<file path="config.mk">
export PLATFORM = sky130hd
export DESIGN_NAME = sparse_polynomial_engine
export DESIGN_NICKNAME = d
export VERILOG_FILES = /design/src/rtl/spe_pkg.sv /design/src/rtl/sparse_polynomial_engine.sv /design/src/rtl/spe_ram.sv /design/src/rtl/spe_datapath.sv /design/src/rtl/spe_ctrl.sv
export VERILOG_INCLUDE_DIRS = /design/src /design/src/rtl
export SDC_FILE = /design/constraint.sdc
export NUM_CORES = 2
export LEC_CHECK = 0
export BUFFER_PORTS_ARGS = -buffer_cell sky130_fd_sc_hd__buf_2
export CORE_UTILIZATION = 69
export CTS_CLUSTER_DIAMETER = 40
export DETAILED_ROUTE_END_ITERATION = 16
export PLACE_DENSITY_LB_ADDON = 0.05
export SKIP_CTS_REPAIR_TIMING = 1
export SYNTH_ARGS = -nofsm -noshare
export SYNTH_HDL_FRONTEND = slang
export SYNTH_SLANG_ARGS = --single-unit
export TNS_END_PERCENT = 50
</file>
<file path="constraint.sdc">
create_clock -name clk -period 25.8 [get_ports clk]
set_input_delay 5.16 -clock clk [delete_from_list [all_inputs] [get_ports clk]]
set_output_delay 5.16 -clock clk [all_outputs]
set_load 0.02 [all_outputs]
</file>
<file path="src/rtl/sparse_polynomial_engine_macros.svh">
// Assertion macros used by the top level of the sparse polynomial engine.
`ifndef SPARSE_POLYNOMIAL_ENGINE_MACROS_SVH
`define SPARSE_POLYNOMIAL_ENGINE_MACROS_SVH
`ifndef SYNTHESIS
`define SPE_ASSERT_IMP(label, clk, rst_n, a, c) \
  label: assert property (@(posedge clk) disable iff (!rst_n) (a) |-> (c)) \
    else $error("assertion failed");
`define SPE_ASSERT_NEXT(label, clk, rst_n, a, c) \
  label: assert property (@(posedge clk) disable iff (!rst_n) (a) |=> (c)) \
    else $error("assertion failed");
`else
`define SPE_ASSERT_IMP(label, clk, rst_n, a, c)
`define SPE_ASSERT_NEXT(label, clk, rst_n, a, c)
`endif
`endif

</file>
<file path="src/rtl/spe_pkg.sv">
// Types and constants of the sparse polynomial engine.
`default_nettype none
package spe_pkg;
  localparam logic [2:0] FUNC_CLEAR = 3'd0;
  localparam logic [2:0] FUNC_LOAD_A = 3'd1;
  localparam logic [2:0] FUNC_LOAD_B = 3'd2;
  localparam logic [2:0] FUNC_ADD = 3'd3;
  localparam logic [2:0] FUNC_SUB = 3'd4;
  localparam logic [2:0] FUNC_EVAL_A = 3'd5;
  localparam logic [2:0] FUNC_EVAL_B = 3'd6;

  localparam logic [1:0] ST_OK = 2'd0;
  localparam logic [1:0] ST_ORDER = 2'd1;
  localparam logic [1:0] ST_FULL = 2'd2;
  localparam logic [1:0] ST_EMPTY = 2'd3;

  localparam int RESULT_LIMIT = 32;

  typedef enum logic [3:0] {
    S_IDLE, S_MRD, S_MWAIT, S_MSTEP, S_MFLUSH, S_ERD, S_EWAIT, S_EPOW, S_EMUL,
    S_EACC, S_DONE
  } state_t;

  // Commands from the controller to the datapath.
  typedef struct packed {
    logic clr_counts;
    logic load_a;
    logic load_b;
    logic lat_in;
    logic idx_clr;
    logic merge_step;
    logic merge_flush;
    logic rd_eval;
    logic pow_init;
    logic pow_step;
    logic mul_term;
    logic acc_term;
    logic emit_load;
    logic emit_merge;
    logic emit_empty;
    logic emit_eval;
  } cmd_t;

  // Status returned to the controller.
  typedef struct packed {
    logic merge_more;
    logic eval_empty;
    logic eval_more;
    logic pow_done;
  } stat_t;
endpackage
`default_nettype wire

</file>
<file path="src/rtl/sparse_polynomial_engine.sv">
// Top level of the sparse polynomial engine.
//  channel | ports                                           | handshake
//  input   | in_func in_term_coeff in_term_exp in_x_value    | start high, busy low
//  result  | out_coeff out_exp out_eval_value ...            | out_valid, one cycle
// A merge primes the registered read of the term RAMs in a read state, repeats a
// wait and a step state per merge step, then sends the held final term in a flush
// state. Evaluation runs wait, power, multiply and accumulate states per term, the
// power loop using one 32x32 multiplier. Reset clears both counts at once.
// The receiver cannot stall; each result shows for one cycle.
`default_nettype none
`include "sparse_polynomial_engine_macros.svh"
module sparse_polynomial_engine #(
  parameter int MAX_TERMS = 16
) (
  input  wire logic               clk,
  input  wire logic               rst_n,
  input  wire logic               start,
  output logic                    busy,
  input  wire logic [2:0]         in_func,
  input  wire logic signed [31:0] in_term_coeff,
  input  wire logic [5:0]         in_term_exp,
  input  wire logic signed [31:0] in_x_value,
  output logic                    out_valid,
  output logic signed [31:0]      out_coeff,
  output logic [5:0]              out_exp,
  output logic signed [31:0]      out_eval_value,
  output logic [1:0]              out_status,
  output logic                    out_last
);
  import spe_pkg::*;
  cmd_t  cmd;
  stat_t stat;

  spe_ctrl u_ctrl (.clk, .rst_n, .start, .in_func, .stat, .cmd, .busy);

  spe_datapath #(.MAX_TERMS(MAX_TERMS)) u_dp (.clk, .rst_n, .cmd, .stat,
    .in_func, .in_term_coeff, .in_term_exp, .in_x_value, .out_valid,
    .out_coeff, .out_exp, .out_eval_value, .out_status, .out_last);

  // A result never appears without the block being at work just before.
  `SPE_ASSERT_NEXT(a_idle_quiet, clk, rst_n, !busy && !start, !out_valid)
  // Non-last results come only from a merge, which keeps the block busy.
  `SPE_ASSERT_IMP(a_notlast_busy, clk, rst_n, out_valid && !out_last, busy)
endmodule
`default_nettype wire

</file>
<file path="src/rtl/spe_ram.sv">
// Generic RAM with one write port and one registered read port.
`default_nettype none
module spe_ram #(
  parameter int WIDTH = 32,
  parameter int DEPTH = 16
) (
  input  wire logic                                         clk,
  input  wire logic                                         we,
  input  wire logic [$clog2((DEPTH > 1) ? DEPTH : 2)-1:0]   waddr,
  input  wire logic [WIDTH-1:0]                             wdata,
  input  wire logic [$clog2((DEPTH > 1) ? DEPTH : 2)-1:0]   raddr,
  output logic      [WIDTH-1:0]                             rdata
);
  logic [WIDTH-1:0] mem [DEPTH];

  // Write port and registered read port.
  always_ff @(posedge clk) begin
    if (we) begin
      mem[waddr] <= wdata;
    end
    rdata <= mem[raddr];
  end
endmodule
`default_nettype wire

</file>
<file path="src/rtl/spe_datapath.sv">
// Term stores, merge walker, evaluation unit and result register.
`default_nettype none
module spe_datapath #(
  parameter int MAX_TERMS = 16
) (
  input  wire logic                 clk,
  input  wire logic                 rst_n,
  input  wire spe_pkg::cmd_t        cmd,
  output spe_pkg::stat_t            stat,
  input  wire logic [2:0]           in_func,
  input  wire logic signed [31:0]   in_term_coeff,
  input  wire logic [5:0]           in_term_exp,
  input  wire logic signed [31:0]   in_x_value,
  output logic                      out_valid,
  output logic signed [31:0]        out_coeff,
  output logic [5:0]                out_exp,
  output logic signed [31:0]        out_eval_value,
  output logic [1:0]                out_status,
  output logic                      out_last
);
  import spe_pkg::*;
  localparam int AW = (MAX_TERMS > 1) ? $clog2(MAX_TERMS) : 1;
  localparam int CW = $clog2(MAX_TERMS + 1);
  localparam int NW = $clog2(RESULT_LIMIT + 1);

  logic [CW-1:0] a_cnt_r, b_cnt_r, i_r, j_r;
  logic [NW-1:0] n_r;
  logic          sub_r, sel_b_r;
  logic [5:0]    lexp_a_r, lexp_b_r;
  logic [31:0]   x_r, pw_r, prod_r, acc_r;
  logic [5:0]    pcnt_r;
  logic [31:0]   c_in_r;
  logic [5:0]    e_in_r;
  logic [2:0]    func_r;
  logic          pv_r;
  logic [31:0]   pc_r;
  logic [5:0]    pe_r;

  // Load decision on the latched item.
  logic          ld_b;
  logic [CW-1:0] ld_cnt;
  logic [5:0]    ld_last;
  logic [1:0]    ld_st;
  always_comb begin
    ld_b = (func_r == FUNC_LOAD_B);
    ld_cnt = ld_b ? b_cnt_r : a_cnt_r;
    ld_last = ld_b ? lexp_b_r : lexp_a_r;
    if (ld_cnt >= CW'(MAX_TERMS)) ld_st = ST_FULL;
    else if (ld_cnt != '0 && e_in_r >= ld_last) ld_st = ST_ORDER;
    else ld_st = ST_OK;
  end
  logic wr_a, wr_b;
  assign wr_a = cmd.load_a && ld_st == ST_OK;
  assign wr_b = cmd.load_b && ld_st == ST_OK;

  // Read addresses: merge uses i and j, evaluation uses i on the chosen list.
  logic [AW-1:0] ra_a, ra_b;
  logic [CW-1:0] i_nx, j_nx;
  assign ra_a = i_nx[AW-1:0];
  assign ra_b = (cmd.rd_eval && sel_b_r) ? i_nx[AW-1:0] : j_nx[AW-1:0];
  logic [31:0] ac, bc;
  logic [5:0]  ae, be;

  spe_ram #(.WIDTH(32), .DEPTH(MAX_TERMS)) u_ac (.clk, .we(wr_a),
    .waddr(a_cnt_r[AW-1:0]), .wdata(c_in_r), .raddr(ra_a), .rdata(ac));
  spe_ram #(.WIDTH(6), .DEPTH(MAX_TERMS)) u_ae (.clk, .we(wr_a),
    .waddr(a_cnt_r[AW-1:0]), .wdata(e_in_r), .raddr(ra_a), .rdata(ae));
  spe_ram #(.WIDTH(32), .DEPTH(MAX_TERMS)) u_bc (.clk, .we(wr_b),
    .waddr(b_cnt_r[AW-1:0]), .wdata(c_in_r), .raddr(ra_b), .rdata(bc));
  spe_ram #(.WIDTH(6), .DEPTH(MAX_TERMS)) u_be (.clk, .we(wr_b),
    .waddr(b_cnt_r[AW-1:0]), .wdata(e_in_r), .raddr(ra_b), .rdata(be));

  // Merge choice on the registered heads.
  logic av, bv, take_a, take_b;
  logic [31:0] m_c;
  logic [5:0]  m_e;
  logic        m_emit;
  always_comb begin
    av = i_r < a_cnt_r;
    bv = j_r < b_cnt_r;
    take_a = av && (!bv || ae >= be);
    take_b = bv && (!av || be >= ae);
    m_e = take_a ? ae : be;
    if (take_a && take_b) m_c = sub_r ? ac - bc : ac + bc;
    else if (take_a) m_c = ac;
    else m_c = sub_r ? 32'd0 - bc : bc;
    m_emit = (take_a || take_b) && !(take_a && take_b && sub_r && m_c == 32'd0);
  end

  // Index updates.
  always_comb begin
    i_nx = i_r;
    j_nx = j_r;
    if (cmd.idx_clr) begin
      i_nx = '0;
      j_nx = '0;
    end else if (cmd.merge_step) begin
      if (take_a) i_nx = i_r + 1'b1;
      if (take_b) j_nx = j_r + 1'b1;
    end else if (cmd.acc_term) begin
      i_nx = i_r + 1'b1;
    end
  end

  logic [CW-1:0] ev_cnt;
  assign ev_cnt = sel_b_r ? b_cnt_r : a_cnt_r;
  logic [5:0] ev_e;
  logic [31:0] ev_c;
  assign ev_e = sel_b_r ? be : ae;
  assign ev_c = sel_b_r ? bc : ac;

  always_comb begin
    stat.merge_more = (i_nx < a_cnt_r || j_nx < b_cnt_r) &&
                      (n_r + NW'(m_emit)) < NW'(RESULT_LIMIT);
    stat.eval_empty = (ev_cnt == '0);
    stat.eval_more = (i_nx < ev_cnt);
    stat.pow_done = (pcnt_r == ev_e);
  end

  // Control registers: counts and the result strobe.
  always_ff @(posedge clk) begin
    if (!rst_n) begin
      a_cnt_r <= '0;
      b_cnt_r <= '0;
      out_valid <= 1'b0;
    end else begin
      out_valid <= cmd.emit_load || cmd.emit_empty || cmd.emit_eval ||
                   cmd.merge_flush || (cmd.emit_merge && m_emit && pv_r);
      if (cmd.clr_counts) begin
        a_cnt_r <= '0;
        b_cnt_r <= '0;
      end
      if (wr_a) a_cnt_r <= a_cnt_r + 1'b1;
      if (wr_b) b_cnt_r <= b_cnt_r + 1'b1;
    end
  end

  // Working registers of the merge and evaluation. A merge term is held
  // back one step so that the final kept term can carry last.
  always_ff @(posedge clk) begin
    i_r <= i_nx;
    j_r <= j_nx;
    if (cmd.idx_clr) begin
      n_r <= '0;
      pv_r <= 1'b0;
    end else if (cmd.merge_step && m_emit) begin
      n_r <= n_r + 1'b1;
      pv_r <= 1'b1;
    end
    if (cmd.merge_step && m_emit) begin
      pc_r <= m_c;
      pe_r <= m_e;
    end
    if (cmd.lat_in) begin
      func_r <= in_func;
      c_in_r <= in_term_coeff;
      e_in_r <= in_term_exp;
      x_r <= in_x_value;
      sub_r <= (in_func == FUNC_SUB);
      sel_b_r <= (in_func == FUNC_EVAL_B);
      acc_r <= '0;
    end
    if (wr_a) lexp_a_r <= e_in_r;
    if (wr_b) lexp_b_r <= e_in_r;
    if (cmd.pow_init) begin
      pw_r <= 32'd1;
      pcnt_r <= '0;
    end else if (cmd.pow_step) begin
      pw_r <= pw_r * x_r;
      pcnt_r <= pcnt_r + 1'b1;
    end
    if (cmd.mul_term) prod_r <= ev_c * pw_r;
    if (cmd.acc_term) acc_r <= acc_r + prod_r;
  end

  // Result register.
  always_ff @(posedge clk) begin
    if (cmd.emit_load) begin
      out_coeff <= '0;
      out_exp <= '0;
      out_eval_value <= '0;
      out_status <= (func_r == FUNC_CLEAR) ? ST_OK : ld_st;
      out_last <= 1'b1;
    end else if (cmd.emit_empty) begin
      out_coeff <= '0;
      out_exp <= '0;
      out_eval_value <= '0;
      out_status <= ST_EMPTY;
      out_last <= 1'b1;
    end else if (cmd.emit_eval) begin
      out_coeff <= '0;
      out_exp <= '0;
      out_eval_value <= acc_r + prod_r;
      out_status <= ST_OK;
      out_last <= 1'b1;
    end else if (cmd.merge_flush) begin
      out_coeff <= pv_r ? pc_r : 32'd0;
      out_exp <= pv_r ? pe_r : 6'd0;
      out_eval_value <= '0;
      out_status <= pv_r ? ST_OK : ST_EMPTY;
      out_last <= 1'b1;
    end else if (cmd.emit_merge) begin
      out_coeff <= pc_r;
      out_exp <= pe_r;
      out_eval_value <= '0;
      out_status <= ST_OK;
      out_last <= 1'b0;
    end
  end
endmodule
`default_nettype wire

</file>
<file path="src/rtl/spe_ctrl.sv">
// Controller state machine of the sparse polynomial engine.
`default_nettype none
module spe_ctrl (
  input  wire logic          clk,
  input  wire logic          rst_n,
  input  wire logic          start,
  input  wire logic [2:0]    in_func,
  input  wire spe_pkg::stat_t stat,
  output spe_pkg::cmd_t      cmd,
  output logic               busy
);
  import spe_pkg::*;
  state_t state_r, state_nxt;
  logic [2:0] func_r;

  always_ff @(posedge clk) begin
    if (!rst_n) state_r <= S_IDLE;
    else state_r <= state_nxt;
    if (start && !busy) func_r <= in_func;
  end

  // Next state.
  always_comb begin
    state_nxt = state_r;
    case (state_r)
      S_IDLE: begin
        if (start) begin
          case (in_func)
            FUNC_CLEAR, FUNC_LOAD_A, FUNC_LOAD_B: state_nxt = S_DONE;
            FUNC_ADD, FUNC_SUB: state_nxt = S_MRD;
            FUNC_EVAL_A, FUNC_EVAL_B: state_nxt = S_ERD;
            default: state_nxt = S_IDLE;
          endcase
        end
      end
      S_DONE: state_nxt = S_IDLE;
      S_MRD: state_nxt = S_MWAIT;
      S_MWAIT: state_nxt = S_MSTEP;
      S_MSTEP: begin
        if (!stat.merge_more) state_nxt = S_MFLUSH;
        else state_nxt = S_MWAIT;
      end
      S_MFLUSH: state_nxt = S_IDLE;
      S_ERD: state_nxt = stat.eval_empty ? S_IDLE : S_EWAIT;
      S_EWAIT: state_nxt = S_EPOW;
      S_EPOW: if (stat.pow_done) state_nxt = S_EMUL;
      S_EMUL: state_nxt = S_EACC;
      S_EACC: state_nxt = stat.eval_more ? S_EWAIT : S_IDLE;
      default: state_nxt = S_IDLE;
    endcase
  end

  // Outputs.
  always_comb begin
    cmd = '0;
    busy = (state_r != S_IDLE);
    case (state_r)
      S_IDLE: begin
        cmd.lat_in = start;
        cmd.idx_clr = start;
      end
      S_DONE: begin
        cmd.clr_counts = (func_r == FUNC_CLEAR);
        cmd.load_a = (func_r == FUNC_LOAD_A);
        cmd.load_b = (func_r == FUNC_LOAD_B);
        cmd.emit_load = 1'b1;
      end
      S_MRD, S_MWAIT: ;
      S_MSTEP: begin
        cmd.merge_step = 1'b1;
        cmd.emit_merge = 1'b1;
      end
      S_MFLUSH: cmd.merge_flush = 1'b1;
      S_ERD: begin
        cmd.rd_eval = 1'b1;
        cmd.emit_empty = stat.eval_empty;
      end
      S_EWAIT: begin
        cmd.rd_eval = 1'b1;
        cmd.pow_init = 1'b1;
      end
      S_EPOW: begin
        cmd.rd_eval = 1'b1;
        cmd.pow_step = !stat.pow_done;
      end
      S_EMUL: begin
        cmd.rd_eval = 1'b1;
        cmd.mul_term = 1'b1;
      end
      S_EACC: begin
        cmd.rd_eval = 1'b1;
        cmd.acc_term = 1'b1;
        cmd.emit_eval = !stat.eval_more;
      end
      default: cmd = '0;
    endcase
  end
endmodule
`default_nettype wire
</file>
**Word-level counts from Yosys, hierarchy flattened**

Memory sizes are Yosys's and may differ from the RTL's. A register that Yosys moved wholly into a read port is not among the register bits.
Cells that the tools add are included.

- Memories: 4
- RAM bits: 1216
- Logic and storage cells: 192
- Latch bits: 0
- Bits in read-only memories: 0
- Input bits: 76
- Register bits after elaboration: 335

Memories:

| memory | depth | bits a word | read ports | clocked after Yosys merged registers in | wr ports | line | source |
|---|---|---|---|---|---|---|---|
| u_dp.u_ac.mem | 16 | 32 | 1 | 1 | 1 | spe_ram.sv:14 | `logic [WIDTH-1:0] mem [DEPTH];` |
| u_dp.u_bc.mem | 16 | 32 | 1 | 1 | 1 | spe_ram.sv:14 |  |
| u_dp.u_ae.mem | 16 | 6 | 1 | 1 | 1 | spe_ram.sv:14 |  |
| u_dp.u_be.mem | 16 | 6 | 1 | 1 | 1 | spe_ram.sv:14 |  |

- $lt $le $gt $ge: 10
- Bitwise gates (word level): 0
- Divide/modulo/power cells: 0
- Shifts and indexed selects: 0
- Multipliers: 2
- Mux-type cells: 64
- Add/subtract/negate cells: 11
- Equality and inequality tests: 22
- Reductions and logical operators: 51

Operators by type and width:

| cell | count |
|---|---|
| 32-bit two-way mux | 13 |
| 32-bit adder | 2 |
| 32-bit by 32-bit multiplier with 32-bit output | 2 |
| 5-bit two-way mux | 12 |
| 6-bit two-way mux | 6 |
| 4-bit one-hot mux with 9 select lines | 1 |
| 32-bit logical NOT | 1 |
| 1-bit by 32-bit subtractor with 32-bit output (first input constant) | 1 |
| 32-bit subtractor | 1 |
| 5-bit < comparator | 5 |
| 5-bit by 1-bit adder with 5-bit output (second input constant) | 4 |
| 6-bit >= comparator | 3 |
| 2-bit two-way mux | 9 |
| 4-bit by 3-bit == test with 1-bit output (second input constant) | 4 |
| 1-bit two-way mux | 15 |
| 1-bit logical AND | 14 |
| 6-bit by 1-bit adder with 6-bit output (second input constant) | 2 |
| 3-bit by 2-bit == test with 1-bit output (second input constant) | 4 |
| 4-bit == test (second input constant) | 3 |
| 3-bit two-way mux | 4 |
| 4-bit two-way mux | 3 |
| 4-bit one-hot mux with 3 select lines | 1 |
| 5-bit nonzero test | 2 |
| 3-bit == test (second input constant) | 3 |
| other kinds (23) | 45 |

**Depth between registers and ports, before layout**

- Word-level depth: 15
- Depth in mapped cells: 31
- Mapped depth without buffers: 28

**Hierarchy**

From an unflattened synthesis, not the netlist that was laid out.

- Cells, all modules: 7371
- Area total of the unflattened synthesis: 97185.7 µm²

By module, submodules not included:

| module | area an instance (µm²) | cells an instance | times used |
|---|---|---|---|
| spe_datapath | 49137.1 | 5273 | 1 |
| spe_ram (u_dp.u_bc) | 19854.0 | 838 | 1 |
| spe_ram (u_dp.u_ac) | 19836.5 | 838 | 1 |
| spe_ram (u_dp.u_ae ...) | 3895.0 | 178 | 2 |
| spe_ctrl | 568.0 | 66 | 1 |

**Least setup slack after synthesis**

No wires, ideal clock.

- Path type: input -> register
- Start: input start
- End: register u_dp.out_status[0] (enable)
- Setup time: 0.260 ns
- Cell stages on the path: 17
- Arrival time: 10.740 ns
- Required time: 25.540 ns
- Slack: 14.800 ns
- Cell sequence: nand3_1 > clkbuf_1 > inv_1 > buf_1 > nor2_1 > clkbuf_1 > clkbuf_1 > ha_1 > or3_1 > a31oi_1 > o41ai_1 > a21oi_1 > o21ai_0 > a21oi_1 > o21a_1 > clkbuf_1 > inv_1

RTL lines:

| element | line | source |
|---|---|---|
| start: declaration | sparse_polynomial_engine.sv:17 | `input wire logic start,` |
| end signal: assignment | spe_datapath.sv:182 | `out_status <= (func_r == FUNC_CLEAR) ? ST_OK : ld_st;` |
| end signal: assignment | spe_datapath.sv:200 | `out_status <= pv_r ? ST_OK : ST_EMPTY;` |
| end: declaration | spe_datapath.sv:18 | `output logic [1:0] out_status,` |

**Worst setup path in the final report**

- Start: input start
- End: register u_dp.out_coeff[13]

- Longest elaborated chain between the ends: 6

Ends and longest elaborated chain:

| element | line | source |
|---|---|---|
| 2-bit two-way mux | spe_ctrl.sv:57 | `case (state_r)` |
| 5-bit two-way mux | spe_datapath.sv:94 | `if (cmd.idx_clr) begin` |
| 5-bit < comparator | spe_datapath.sv:116 | `stat.eval_more = (i_nx < ev_cnt);` |
| 1-bit logical NOT | spe_ctrl.sv:93 | `cmd.emit_eval = !stat.eval_more;` |
| 1-bit two-way mux | spe_ctrl.sv:57 |  |
| 3-bit OR reduction (no source line) | -- |  |
| end signal: assignment | spe_datapath.sv:197 | `out_coeff <= pv_r ? pc_r : 32'd0;` |
| end signal: assignment | spe_datapath.sv:203 | `out_coeff <= pc_r;` |
| end: declaration | spe_datapath.sv:15 | `output logic signed [31:0] out_coeff,` |

Every way passes these cells.
A chain may end at the register's enable or synchronous reset.

==> metrics.txt <==
status=finished clean; die height=380 um; Synth top area share=43.0%; post-synth top area cell=edfxtp_1; total CTS buffers=188; initial antenna violation count=18; Setup Viol. Count Final=0; final hold slack=0.449 ns; Critical Path AT=10.72 ns; Ports=151; Mapped Area=98,400 sq um; std cell rows=138; Post-DP HPWL=165,000 um; crit start category=input port; Tot GR Track Use=36.2%; maxcap violations=0; synth warn=0; Antenna Nets Post-Route=0; layout cells sized above 1=7.79%; H-tree levels=4; Async S/R FF share, synth=0%; Via Count=67,900; Synth cell types=88; count leader, synth=nand2_1; CORE AREA=141,000 sq um; Top FF cell, synth=edfxtp_1; nets=10,100; WHS Path Cells=2; 1st-pass router iterations=8; Final GP Congestion=0.967; Max clock buf depth=3; Final period util=38.9%; Hold Path Class=reg2reg; crit path kind=in2reg; Routed WL=258,000 um; register area share after synthesis=47.4%; first-pass GRT wire length=397,000 um; Initial Utilization=69.6%; Post-Syn Instances=8,935; DRC viols=0; EDFF count, synth=1,407; Worst EP required=26.49 ns; Starting DRT DRC Count=7,344; Slew @ Worst Pin=1.29 ns; worst vdd ir=0.0000769 V; max-slew violation count=0; P_leak=43.5 nW; Clock Sink Count=1,624; root buf cell=clkbuf_16; Die X=380 um; Synth Net Count=10,200; number of global-route vias before repair=68,300; Synth Register Bits=1,624; ranking of synthesized cells by area=edfxtp_1, fa_1, nand2_1; synth cell count leaders=nand2_1, edfxtp_1, inv_1; worst skew pair latency=0.86 ns; DR WL/cell=23.6 um; Layout area overhead=9.10%; Pwr Total=0.00769 W; syn_area_per_cell=11.0 sq um; fmax=0.0997 GHz; IO buf count=150; largest net degree at the start of global routing=227; Pwr Density=71.7 nW/um^2; TNS Setup=0 ns; Max transition margin=13.8%; Hold Fails Final Rpt=0; CP Max Fanout=85; unrepaired setup endpoints after global routing=false; GR Overflow Total=0; Via-to-Cell Ratio=6.21; Worst Reg-to-Reg Cells=29; Clock Skew=0.0802 ns; Critical Path End Type=flop; Final min period=10.03 ns; Die ar.=144,000 sq um; Worst-path clk slew=0.05 ns; CTS tree=built
==> path summary, 6_finish.rpt <==
path | start | end | slack [ns]
worst min register to register | u_dp.out_exp[2]$_SDFFE_PP0P_ | u_dp.out_exp[2]$_SDFFE_PP0P_ | 0.45
worst min-delay path | u_dp.out_exp[2]$_SDFFE_PP0P_ | u_dp.out_exp[2]$_SDFFE_PP0P_ | 0.45
worst max register to register | u_dp.sel_b_r$_DFFE_PP_ | u_dp.prod_r[30]$_DFFE_PP_ | 16.97
worst max-delay path | start | u_dp.out_coeff[13]$_SDFFE_PP0P_ | 15.77
==> report_power, final <==
part           switching (W)  total, W  internal [W]
clock                0.00112   0.00267       0.00155
combinational        0.00109   0.00173      0.000641
sequential          0.000228   0.00329       0.00307
total                0.00244   0.00769       0.00525
==> layout make-up <==
cell class / count / area [sq um]
Sequential cell: 1624 / 46600
Multi-Input combinational cell: 5767 / 46300
Fill cell: 9211 / 34100
Clock buffer: 234 / 4950
Inverter: 1023 / 3850
Tap cell: 1890 / 2360
Timing Repair Buffer: 275 / 1710
Clock inverter: 120 / 1470
Antenna cell: 7 / 17.5
==> stage by stage <==
stage | cell area (sq um) | setup slack [ns] | util [%] | cells
floorplan | 98400 | 14.80 | - | 8935
global placement | 101000 | 15.36 | 71.3 | 10600
detailed placement | 101000 | 15.10 | 71.3 | 10600
CTS | 107000 | 15.95 | 75.9 | 10900
global route | 107000 | 15.49 | 75.9 | 10900
finish | 107000 | 15.77 | 75.9 | 10900
==> logic make-up after synthesis <==
group,share of synthesized area (%)
AO/OA/AOI/OAI,8.16
XOR/XNOR,2.57
adder cells (fa/ha/maj),21.1
buffers and inverters,5.91
flip-flops,47.4
multiplexers,0.823
AND/OR/NAND/NOR,14.0
==> registers in the layout (all words and copies together) (netlist names), 96 cells and up <==
name	flops
u_dp.u_ac.mem	512
u_dp.u_bc.mem	512
u_dp.u_ae.mem	96
u_dp.u_be.mem	96
==> placed cells by master, fill, tap and decap left out, drive strengths merged, types with 217 or more instances in the layout <==
cell	Yosys	final
dfxtp	217	217
and2	496	496
nand2	1839	1839
edfxtp	1407	1407
clkbuf	490	234
a21oi	293	293
inv	1020	1042
fa	818	818
ha	353	353
nor2	232	232
buf	31	275
==> per-layer routing <==
metal,vias up,global-route usage [%],share of wire (%)
met5,-,0,0.0058
met4,2,15.5,4.1
met3,667,6.13,9.8
met2,3483,58.5,48
met1,33900,48.9,38
li1,29900,-,-
==> critical path, stage by stage <==
cell and delay (ns):
buf_2 0.10, nand3_1 0.48, inv_4 0.78, or2_4 1.01, inv_4 0.50, ha_1 0.38, or3_1 0.36, a31oi_1 0.21
o41ai_1 0.14, a21oi_1 0.24, o21ai_0 0.18, nand2_1 0.17, nand2_2 0.50, a21oi_1 0.35
No activity file was read; power rests on OpenSTA's default activity.
